--- config.mk ---
export PLATFORM = sky130hd
export DESIGN_NAME = two_class_sorted_priority_queue
export DESIGN_NICKNAME = d
export VERILOG_FILES = /design/src/rtl/tcspq_pkg.sv /design/src/rtl/tcspq_mem.sv /design/src/rtl/tcspq_cmp.sv /design/src/rtl/two_class_sorted_priority_queue.sv
export SDC_FILE = /design/constraint.sdc
export NUM_CORES = 1
export LEC_CHECK = 0
export ABC_AREA = 1
export ABC_CLOCK_PERIOD_IN_PS = 6100
export BUFFER_PORTS_ARGS = -buffer_cell sky130_fd_sc_hd__buf_2
export CORE_MARGIN = 2
export CORE_UTILIZATION = 55
export DETAILED_ROUTE_END_ITERATION = 8
export PLACE_DENSITY_LB_ADDON = 0.15
export SLEW_MARGIN = 20
export SYNTH_ARGS = -nofsm -noshare
export SYNTH_HDL_FRONTEND = slang
export SYNTH_SLANG_ARGS = --single-unit
--- constraint.sdc ---
create_clock -name clk -period 6.1 [get_ports clk]
set_input_delay 0.305 -clock clk [delete_from_list [all_inputs] [get_ports clk]]
set_output_delay 0.305 -clock clk [all_outputs]
set_load 0.01 [all_outputs]
--- src/rtl/tcspq_pkg.sv ---
`default_nettype none

package tcspq_pkg;

	// One stored queue entry.
	typedef struct packed {
		logic [15:0] tag;
		logic [15:0] fuel;
		logic [7:0]  priority_val;
	} entry_t;

	// Request commands.
	localparam logic CMD_INSERT = 1'b0;
	localparam logic CMD_POP    = 1'b1;

	// Result status codes.
	localparam logic [1:0] ST_INSERTED = 2'd0;
	localparam logic [1:0] ST_POPPED   = 2'd1;
	localparam logic [1:0] ST_EMPTY    = 2'd2;
	localparam logic [1:0] ST_FULL     = 2'd3;

	// Priority value that marks an emergency entry.
	localparam logic [7:0] PRI_EMERGENCY = 8'd1;

endpackage

`default_nettype wire

--- src/rtl/tcspq_mem.sv ---
`default_nettype none

module tcspq_mem #(
	parameter int DEPTH = 16
) (
	input  wire logic                       clk,
	input  wire logic                       we,
	input  wire logic [$clog2(DEPTH)-1:0]   waddr,
	input  wire tcspq_pkg::entry_t          wdata,
	input  wire logic                       re,
	input  wire logic [$clog2(DEPTH)-1:0]   raddr,
	output tcspq_pkg::entry_t               rdata
);
	import tcspq_pkg::*;

	entry_t mem_q [DEPTH];
	entry_t rdata_q;

	// Single write port.
	always_ff @(posedge clk) begin
		if (we) begin
			mem_q[waddr] <= wdata;
		end
	end

	// Single read port with registered data.
	always_ff @(posedge clk) begin
		if (re) begin
			rdata_q <= mem_q[raddr];
		end
	end

	assign rdata = rdata_q;

endmodule

`default_nettype wire

--- src/rtl/tcspq_cmp.sv ---
`default_nettype none

module tcspq_cmp (
	input  wire tcspq_pkg::entry_t  stored,
	input  wire logic [15:0]        new_fuel,
	input  wire logic [7:0]         new_priority,
	output logic                    goes_after
);
	import tcspq_pkg::*;

	logic stored_normal;
	logic new_normal;

	// Class rank: emergency entries rank before normal ones.
	assign stored_normal = (stored.priority_val != PRI_EMERGENCY);
	assign new_normal    = (new_priority != PRI_EMERGENCY);

	// The stored entry moves behind the new one when it ranks in a later class, or in
	// the same class with strictly larger fuel. Equal fuel keeps arrival order.
	assign goes_after = (stored_normal && !new_normal) ||
		((stored_normal == new_normal) && (stored.fuel > new_fuel));

endmodule

`default_nettype wire

--- src/rtl/two_class_sorted_priority_queue.sv ---
`default_nettype none

// Sorted priority queue of up to CAPACITY entries, emergency entries (priority 1) first and
// then normal ones, each class in ascending fuel order with ties kept in arrival order. One
// request is handled at a time: in_ready is high only while the sequencer is idle, and the
// result waits in an output register, so a new request may be taken before it is collected.
// A pop goes through the pop-wait state to the response state; a pop while empty, an insert
// into a full queue and an insert into an empty queue go straight to it. An insert into a
// non-empty queue walks backwards from the tail through the entry memory, one entry a cycle,
// using its single read port and one shared compare unit. The result becomes valid in the
// same cycle as in_ready rises again, and the last step of a request waits for as long as
// an earlier result is still held uncollected in the output register. The stored entries
// live in a circular buffer, so a pop only advances the head pointer. The entries need no
// clearing after reset.

module two_class_sorted_priority_queue #(
	parameter int CAPACITY = 16
) (
	input  wire logic        clk,
	input  wire logic        arst_n,
	input  wire logic        in_valid,
	output logic             in_ready,
	input  wire logic        command,
	input  wire logic [15:0] tag,
	input  wire logic [15:0] fuel,
	input  wire logic [7:0]  priority_req,
	output logic             out_valid,
	input  wire logic        out_ready,
	output logic [1:0]       status,
	output logic [15:0]      out_tag,
	output logic [15:0]      out_fuel,
	output logic [7:0]       out_priority,
	output logic [4:0]       occupancy
);
	import tcspq_pkg::*;

	localparam int AW = $clog2(CAPACITY);
	localparam int CW = $clog2(CAPACITY + 1);

	typedef enum logic [2:0] {
		S_IDLE,
		S_CMP,
		S_PLACE,
		S_POP_WAIT,
		S_RESP
	} state_t;

	state_t          state_q;
	logic [CW-1:0]   count_q;
	logic [AW-1:0]   head_q;
	logic [AW-1:0]   k_q;
	entry_t          new_q;
	logic [1:0]      res_status_q;
	entry_t          res_entry_q;
	logic            out_valid_q;
	logic [1:0]      out_status_q;
	entry_t          out_entry_q;
	logic [4:0]      out_occ_q;

	entry_t          in_entry;
	entry_t          rd_data;
	entry_t          mem_wdata;
	logic            mem_we;
	logic            mem_re;
	logic [AW-1:0]   wr_k;
	logic [AW-1:0]   rd_k;
	logic            goes_after;
	logic            is_full;
	logic            is_empty;

	// Map a position in queue order to its slot in the circular buffer.
	function automatic logic [AW-1:0] slot_of(input logic [AW-1:0] hd, input logic [AW-1:0] k);
		logic [AW:0] s;
		s = {1'b0, hd} + {1'b0, k};
		if (s >= (AW + 1)'(CAPACITY)) begin
			s = s - (AW + 1)'(CAPACITY);
		end
		return s[AW-1:0];
	endfunction

	assign in_entry.tag          = tag;
	assign in_entry.fuel         = fuel;
	assign in_entry.priority_val = priority_req;

	assign is_full  = (count_q == CW'(CAPACITY));
	assign is_empty = (count_q == '0);
	assign in_ready = (state_q == S_IDLE);

	tcspq_mem #(
		.DEPTH(CAPACITY)
	) u_mem (
		.clk   (clk),
		.we    (mem_we),
		.waddr (slot_of(head_q, wr_k)),
		.wdata (mem_wdata),
		.re    (mem_re),
		.raddr (slot_of(head_q, rd_k)),
		.rdata (rd_data)
	);

	tcspq_cmp u_cmp (
		.stored       (rd_data),
		.new_fuel     (new_q.fuel),
		.new_priority (new_q.priority_val),
		.goes_after   (goes_after)
	);

	// Memory port control for each step of the sequencer.
	always_comb begin
		mem_we    = 1'b0;
		mem_re    = 1'b0;
		wr_k      = '0;
		rd_k      = '0;
		mem_wdata = new_q;
		case (state_q)
			S_IDLE: begin
				if (in_valid) begin
					if (command == CMD_INSERT) begin
						if (!is_full && is_empty) begin
							mem_we    = 1'b1;
							mem_wdata = in_entry;
						end else if (!is_full) begin
							mem_re = 1'b1;
							rd_k   = AW'(count_q - CW'(1));
						end
					end else if (!is_empty) begin
						mem_re = 1'b1;
					end
				end
			end
			S_CMP: begin
				mem_we = 1'b1;
				wr_k   = k_q;
				if (goes_after) begin
					mem_wdata = rd_data;
					if (k_q != AW'(1)) begin
						mem_re = 1'b1;
						rd_k   = (k_q - AW'(1)) - AW'(1);
					end
				end
			end
			S_PLACE: begin
				mem_we = 1'b1;
			end
			default: begin
			end
		endcase
	end

	// Sequencer with its registered results.
	always_ff @(posedge clk or negedge arst_n) begin
		if (!arst_n) begin
			state_q     <= S_IDLE;
			count_q     <= '0;
			head_q      <= '0;
			out_valid_q <= 1'b0;
		end else begin
			// A collected result frees the output register unless a new one is loaded now.
			if (out_valid_q && out_ready && (state_q != S_RESP)) begin
				out_valid_q <= 1'b0;
			end
			case (state_q)
				S_IDLE: begin
					if (in_valid) begin
						new_q       <= in_entry;
						res_entry_q <= '0;
						if (command == CMD_INSERT) begin
							if (is_full) begin
								res_status_q <= ST_FULL;
								state_q      <= S_RESP;
							end else if (is_empty) begin
								count_q      <= count_q + CW'(1);
								res_status_q <= ST_INSERTED;
								state_q      <= S_RESP;
							end else begin
								k_q     <= AW'(count_q);
								state_q <= S_CMP;
							end
						end else begin
							if (is_empty) begin
								res_status_q <= ST_EMPTY;
								state_q      <= S_RESP;
							end else begin
								state_q <= S_POP_WAIT;
							end
						end
					end
				end
				S_CMP: begin
					if (goes_after) begin
						k_q <= k_q - AW'(1);
						if (k_q == AW'(1)) begin
							state_q <= S_PLACE;
						end
					end else begin
						count_q      <= count_q + CW'(1);
						res_status_q <= ST_INSERTED;
						state_q      <= S_RESP;
					end
				end
				S_PLACE: begin
					count_q      <= count_q + CW'(1);
					res_status_q <= ST_INSERTED;
					state_q      <= S_RESP;
				end
				S_POP_WAIT: begin
					res_entry_q  <= rd_data;
					res_status_q <= ST_POPPED;
					head_q       <= slot_of(head_q, AW'(1));
					count_q      <= count_q - CW'(1);
					state_q      <= S_RESP;
				end
				S_RESP: begin
					if (!out_valid_q || out_ready) begin
						out_valid_q  <= 1'b1;
						out_status_q <= res_status_q;
						out_entry_q  <= res_entry_q;
						out_occ_q    <= 5'(count_q);
						state_q      <= S_IDLE;
					end
				end
				default: begin
					state_q <= S_IDLE;
				end
			endcase
		end
	end

	assign out_valid    = out_valid_q;
	assign status       = out_status_q;
	assign out_tag      = out_entry_q.tag;
	assign out_fuel     = out_entry_q.fuel;
	assign out_priority = out_entry_q.priority_val;
	assign occupancy    = out_occ_q;

endmodule

`default_nettype wire

==> results of run 1 <==
[routing by layer]
metal  track usage, %  vias up  part of all wire [%]
met4             8.90        0                   2.4
met1             39.6    10600                    41
li1                 -     9608                     -
met2             44.1     1041                    47
met3             4.90      136                   9.5
met5                0        -                     0
[final timing paths]
check,startpoint,end,slack [ns],cells past startpoint
worst max-delay path,new_q[3],u_mem.rdata[4],0.98,19
worst min-delay path,command,res_status_q[0],0.07,2
worst max register to register,new_q[3],u_mem.rdata[4],0.98,19
worst min register to register,res_entry_q[32],out_tag[8],0.42,0
max in group asynchronous,arst_n,head_q[2],5.65,2
min in group asynchronous,arst_n,head_q[0],0.14,2
[layout make-up]
| class | count | area (um2) |
|---|---|---|
| Clock buffer | 107 | 2300 |
| Clock inverter | 50 | 450 |
| Fill cell | 4525 | 22100 |
| Inverter | 104 | 403 |
| Multi-Input combinational cell | 1465 | 7630 |
| Sequential cell | 826 | 24700 |
| Tap cell | 782 | 978 |
| Timing Repair Buffer | 205 | 1570 |
[Yosys cell counts, drive strengths merged (4+ instances only)]
library cell,count
dfrtp,13
nor2,248
nor3,4
inv,102
ha,28
a21oi,92
nand3,69
xnor2,6
xor2,13
a22oi,19
o22ai,82
edfxtp,813
o211ai,40
nand4,4
clkbuf,74
o21ai,258
a32o,80
nand2,512
buf,81
[kinds of logic after synthesis]
family	count (synthesis)	synth area share, %
AND/OR/NAND/NOR	840	9.99
flip-flops	826	74.3
AO/OA/AOI/OAI	576	10.7
buffers and inverters	259	3.32
adder cells (fa/ha/maj)	30	1.17
XOR/XNOR	19	0.545
[flip-flops by register name, indices dropped and copies added, names as in the netlist]
register      flops
out_priority      8
state_q           3
count_q           5
res_status_q      2
res_entry_q      40
out_tag          16
k_q               4
head_q            4
u_mem.rdata      40
out_valid         1
status            2
new_q            40
out_fuel         16
u_mem.mem_q     640
occupancy         5
[through the flow]
stage | setup slack [ns] | cell area (um2) | util (%) | instances | power (mW)
detailed placement | 1.16 | 34700 | 57.8 | 3317 | 17.4
global route | 0.727 | 38100 | 63.3 | 3539 | 24.0
global placement | 1.24 | 34700 | 57.7 | 3317 | 17.1
finish | 0.977 | 38100 | 63.3 | 3539 | 22.6
floorplan | 1.74 | 33300 | - | 2550 | 14.7
CTS | 1.14 | 37900 | 63.0 | 3516 | 22.6
[power by group]
group          switching, mW  internal [mW]  total (mW)  leakage [nW]
Combinational           6.46           2.77        9.23          4.56
Sequential             0.286           8.01        8.30          7.56
Clock                   2.14           2.98        5.12          1.35
[repair_timing]
action	in CTS	in global routing
hold buffers	42	0
buffers inserted	0	0
hold endpoints to repair	54	0
==> reports/qor.yml, run 1 <==
status: "finished clean"
start_kind: "register"
cp_data_required_time_ns: 6.59
insertedDiodeCount: 0
clock_path_buffers: 3
layout_common_cells: "813 x edfxtp_1, 507 x nand2_1, 246 x o21ai_0"
hold_ws_ns: 0.0673
via_count: 21400
path_delay_family: "simple AND/OR/NAND/NOR gates"
cts_htree_levels: 3
slew_violations: 0
min_period_ns: 5.12
yosysWarnings: 0
globalplace.congestion: 0.871
setup_viol: 0
crit_buf_inv: 2
path_cells: "nor2_1 > nand3_1 > nor4_1 > ha_1 > inv_1 > a31oi_1 > nand2_1 > a21oi_2 > o21ai_1 > o22ai_1 > ha_4 > fa_2 > buf_4 > o21ai_0 > o22ai_1 > nand2_1 > o21ai_0 > nand3_1 > nand2_1"
cp-end-kind: "register"
ys_types: 39
syn_area_um2: 33300
antenna_found_initial: 0
slowest_stage: "buf_4"
area_growth_pct: 14.4
initial_utilization_pct: 55.4
cts_made_buffers: 85
synth_area_leaders: "edfxtp_1 73%, nand2_1 5.7%, o21ai_0 3.7%, nor2_1 2.7%, a32o_1 2.4%"
std_cell_rows: 90
final_antenna_net_count: 0
ir_drop_mv: 0.711
syn-num-nets: 2625
synth-seq-area-share_pct: 74.3
die_y_um: 250
ios: 94
crit_type: "register to register"
gr-total-overflow: 0
insertion_delay_ns: 0.64
track_usage_pct: 27.8
die_w_um: 250
vias_per_cell: 6.05
setup_tns_ns: 0
yosysTopAreaCell: "edfxtp_1"
clockRootBuffer: "clkbuf_16"
dieArea_um2: 62500
powerDensity_nw_per_um2: 595
coreArea_um2: 60100
max_freq_mhz: 195
async_flop_share_pct: 1.57
synth_top_area_share_pct: 73.3
wl_um: 87000
layout.nets: 2762
hold_violations: 0
finClkSkew_ns: 0.0228
layout-drive-gt1-share_pct: 12.4
wire_per_inst_um: 24.6
grt_first_pass_wirelength_um: 128000
grt_pass1_vias: 20300
syn_avg_cell_area_um2: 13.1
cts_resized: 0
synthCells: 2550
cp_slowest_stage_delay_ns: 0.84
synth_flop_cell: "edfxtp_1"
worst_pin_slew_ns: 1.18
slew_headroom_pct: 21.6
rsz0062_at_grt: "false"
power_leakage_nw: 13.5
hp-class: "primary input to register"
cts_tree: "done"
fin_crit_sh_pct: 84.0
crit_top_cell: "nand2_1"
drtIter0Drc: 2578
critPathMaxFanout: 80
critical_path_arrival_ns: 5.61
cap_violations: 0
grt_max_degree: 227
final_common_cell: "edfxtp_1"
synth_edf_count: 813
yosys_register_bits: 826
drt-pass1-iter-count: 5
cts_sinks: 826
io_buffers: 93
drc: 0
path_clk_slew_ns: 0.06
dp_hpwl_um: 45300
(Power assumes the default switching activity.)
==> run 2: changes to the inputs <==
--- a/config.mk
+++ b/config.mk
@@ -5,8 +5,8 @@
 export SDC_FILE = /design/constraint.sdc
 export NUM_CORES = 1
 export LEC_CHECK = 0
-export ABC_AREA = 1
-export ABC_CLOCK_PERIOD_IN_PS = 6100
+export ABC_AREA = 0
+export ABC_CLOCK_PERIOD_IN_PS = 4100
 export BUFFER_PORTS_ARGS = -buffer_cell sky130_fd_sc_hd__buf_2
 export CORE_MARGIN = 2
 export CORE_UTILIZATION = 55
==> constraint.sdc (replaced) <==
create_clock -name clk -period 4.1 [get_ports clk]
set_input_delay 0.205 -clock clk [delete_from_list [all_inputs] [get_ports clk]]
set_output_delay 0.205 -clock clk [all_outputs]
set_load 0.01 [all_outputs]
==> run 2 against run 1 <==
  * The run now ends with negative setup slack left
  * Via count down 3.6%
  * Clock-buffer cell count down 6
  * Combinational power up 93%
  * Area after synthesis up 2.0%
  * Die area up 2.0%
  * Final cell count down 8.7%
  * Global-route usage up 1.2 points
  * Sequential cell count unchanged
==> reports/qor.yml, run 2 <==
seq_area_um2: 24700  # unchanged
initial_utilization_pct: 55.3  # was 55.4%
async_flop_share_pct: 1.57  # unchanged
ys_top_cells_by_count: "813 x edfxtp_1, 244 x nand2_1, 160 x mux4_2"  # was 813 x edfxtp_1, 509 x nand2_1, 247 x o21ai_0
multi_input_area_um2: 9340  # was 7630 um2
track_usage_pct: 29.0  # was 27.8%
grt_pass1_vias: 21000  # was 20300
area_growth_pct: 26.1  # was 14.4%
syn_avg_cell_area_um2: 17.9  # was 13.1 um2
std_cell_rows: 91  # was 90
die_y_um: 252  # was 250 um
drtIter0Drc: 2267  # was 2578
cp-end-kind: "register"  # unchanged
insertion_delay_ns: 0.64  # about the same
clock_path_buffers: 3  # unchanged
synth-seq-area-share_pct: 72.8  # was 74.3%
clockRootBuffer: "clkbuf_16"  # unchanged
yosysTopAreaCell: "edfxtp_1"  # unchanged
yosysWarnings: 0  # unchanged
cts_htree_levels: 3  # unchanged
vias_per_cell: 6.38  # was 6.05
critPathMaxFanout: 8  # was 80
synth_area_leaders: "edfxtp_1 72%, mux4_2 11%, nand2_1 2.7%, o221ai_2 1.3%, ha_1 1.0%"  # was edfxtp_1 73%, nand2_1 5.7%, o21ai_0 3.7%, nor2_1 2.7%, a32o_1 2.4%
utilization_pct: 69.8  # was 63.3%
fin_crit_sh_pct: 113  # was 84.0%
gr-total-overflow: 0  # unchanged
yosys_register_bits: 826  # unchanged
final_antenna_net_count: 0  # unchanged
dieArea_um2: 63800  # was 62500 um2
grt_max_degree: 58  # was 227
hold_violations: 0  # unchanged
dp_hpwl_um: 51300  # was 45300 um
setup_viol: 40  # was 0
power_leakage_nw: 14.6  # was 13.5 nW
cts_made_buffers: 83  # was 85
worst_slack_ns: -0.553  # was 0.977 ns
wl_um: 91700  # was 87000 um
syn-num-nets: 1975  # was 2625
final_common_cell: "edfxtp_1"  # unchanged
cp_data_required_time_ns: 4.45  # was 6.59 ns
antenna_found_initial: 0  # unchanged
synthCells: 1900  # was 2550
ios: 94  # unchanged
layout_common_cells: "813 x edfxtp_1, 274 x buf_4, 160 x nand2_1, 160 x mux4_2, 93 x buf_2"  # was 813 x edfxtp_1, 507 x nand2_1, 246 x o21ai_0
via_count: 20600  # was 21400
slew_violations: 0  # unchanged
status: "finished, violations left"  # was finished clean
ys_types: 66  # was 39
critical_path_arrival_ns: 5.01  # was 5.61 ns
coreArea_um2: 61400  # was 60100 um2
pre_cts_ws_ns: -0.643  # was 1.16 ns
layout-drive-gt1-share_pct: 39.2  # was 12.4%
dpl-instance-area_um2: 38800  # was 34700 um2
ir_drop_mv: 0.643  # was 0.711 mV
hp-class: "primary input to asynchronous set/reset pin"  # was primary input to register
wire_per_inst_um: 28.4  # was 24.6 um
max_freq_mhz: 215  # was 195 MHz
io_buffers: 93  # unchanged
syn_area_um2: 34000  # was 33300 um2
drc: 0  # unchanged
grt_first_pass_wirelength_um: 133000  # was 128000 um
finClkSkew_ns: 0.0320  # was 0.0228 ns
globalplace.congestion: 0.833  # was 0.871
start_kind: "register"  # unchanged
layout.nets: 2449  # was 2762
insertedDiodeCount: 0  # unchanged
largest_register_ffs: 640  # unchanged
min_period_ns: 4.65  # was 5.12 ns
cap_violations: 0  # unchanged
synth_edf_count: 813  # unchanged
violations: "negative setup slack"
hold_ws_ns: 0.0282  # was 0.0673 ns
crit_type: "register to register"  # unchanged
fillCellCount: 3769  # was 4525
cts_sinks: 826  # unchanged
synth_top_area_share_pct: 71.9  # was 73.3%
synth.most_common_cell: "edfxtp_1"  # unchanged
path_clk_slew_ns: 0.06  # about the same
powerDensity_nw_per_um2: 873  # was 595 nW/um2
worst_pin_slew_ns: 0.945  # was 1.18 ns
synth_flop_cell: "edfxtp_1"  # unchanged
die_w_um: 252  # was 250 um
drt-pass1-iter-count: 7  # was 5
regMostFlops: "u_mem.mem_q"  # unchanged
rsz0062_at_grt: "true"  # was false
slew_headroom_pct: 37.0  # was 21.6%
cts_tree: "done"  # unchanged
final_area_um2: 42800  # was 38100 um2
run 2: cell types whose count changed after synthesis, moves of 40 or more:
| cell | delta |
|---|---|
| a32o_1 | -80 |
| and2_1 | +40 |
| inv_1 | -71 |
| mux4_2 | +160 |
| nand2_1 | -265 |
| nor2_1 | -208 |
| o211ai_1 | -40 |
| o21ai_0 | -239 |
run 2: power breakdown:
part           switching, mW  leakage (nW)  internal, mW
Combinational           9.01          5.70          8.74
Sequential             0.480          7.54          11.4
Clock                   3.14          1.32          4.56
Total                   12.6          14.6          24.7
run 2: layout make-up:
class                           instances  share of cell area (%)
Sequential cell                       826                    57.8
Multi-Input combinational cell        930                    21.8
Timing Repair Buffer                  509                    11.4
Clock buffer                          101                    5.11
Tap cell                              790                    2.31
Clock inverter                         51                    1.35
Inverter                               24                   0.213
run 2: path summary, 6_finish.rpt:
kind	from	to	slack, ns	cells past startpoint
setup / recovery	new_q[9]	u_mem.rdata[38]	-0.55	20
hold / removal	arst_n	state_q[2]	0.03	2
setup reg to reg	new_q[9]	u_mem.rdata[38]	-0.55	20
hold reg to reg	res_entry_q[7]	out_priority[7]	0.42	0
max in group asynchronous	arst_n	head_q[1]	3.76	2
min in group clk	tag[9]	new_q[33]	0.30	2
run 2: repair_timing:
item,4_1_cts,5_1_grt
setup endpoints to repair,40,40
resized for setup,50,60
pin swaps,18,62
gates cloned,1,3
hold endpoints to repair,58,0
hold buffers,44,0
setup buffers,11,23
run 2: stage by stage:
step	power (mW)	TNS [ns]	std cells
after global placement	27.9	-18.20	2998
final	37.4	-19.21	3231
after detailed placement	28.3	-23.07	2998
after CTS	36.6	-14.42	3206
after global routing	38.9	-23.02	3231
after floorplan	21.3	-85.32	1900
run 2: metal layers:
layer  routed length (um)  share of wire, %  up-vias  GRT usage (%)
met5                    0                 0        -              0
met4                 3230               3.5        0           11.0
met3                 8200               8.9      236           5.28
met2                44300                48     1099           47.1
met1                36000                39    10600           39.5
li1                     -                 -     8708              -
run 2: logic make-up (layout without fill, tap and decap cells):
logic type	after synthesis	in the layout	synth area share, %
compound gates	296	296	7.10
xor+xnor	22	22	0.589
fa+ha+maj	30	30	1.15
buf+inv	144	685	1.94
flops	826	826	72.8
mux	165	165	10.8
simple gates	417	417	5.57
run 2: worst max-delay path, cell delays in order (launching register included):
cell and delay, ns:
edfxtp_1 0.41, inv_2 0.11, ha_4 0.21, nor2b_4 0.12
o211ai_2 0.21, a2111oi_4 0.12, o31ai_4 0.42, a21oi_4 0.12
o21ai_4 0.08, o22ai_2 0.11, ha_4 0.18, fa_4 0.85
buf_12 0.17, buf_12 0.17, buf_6 0.11, mux4_2 0.29
nand2_2 0.10, nand3_2 0.07, a21oi_2 0.11, o21ai_1 0.09
or3_1 0.33
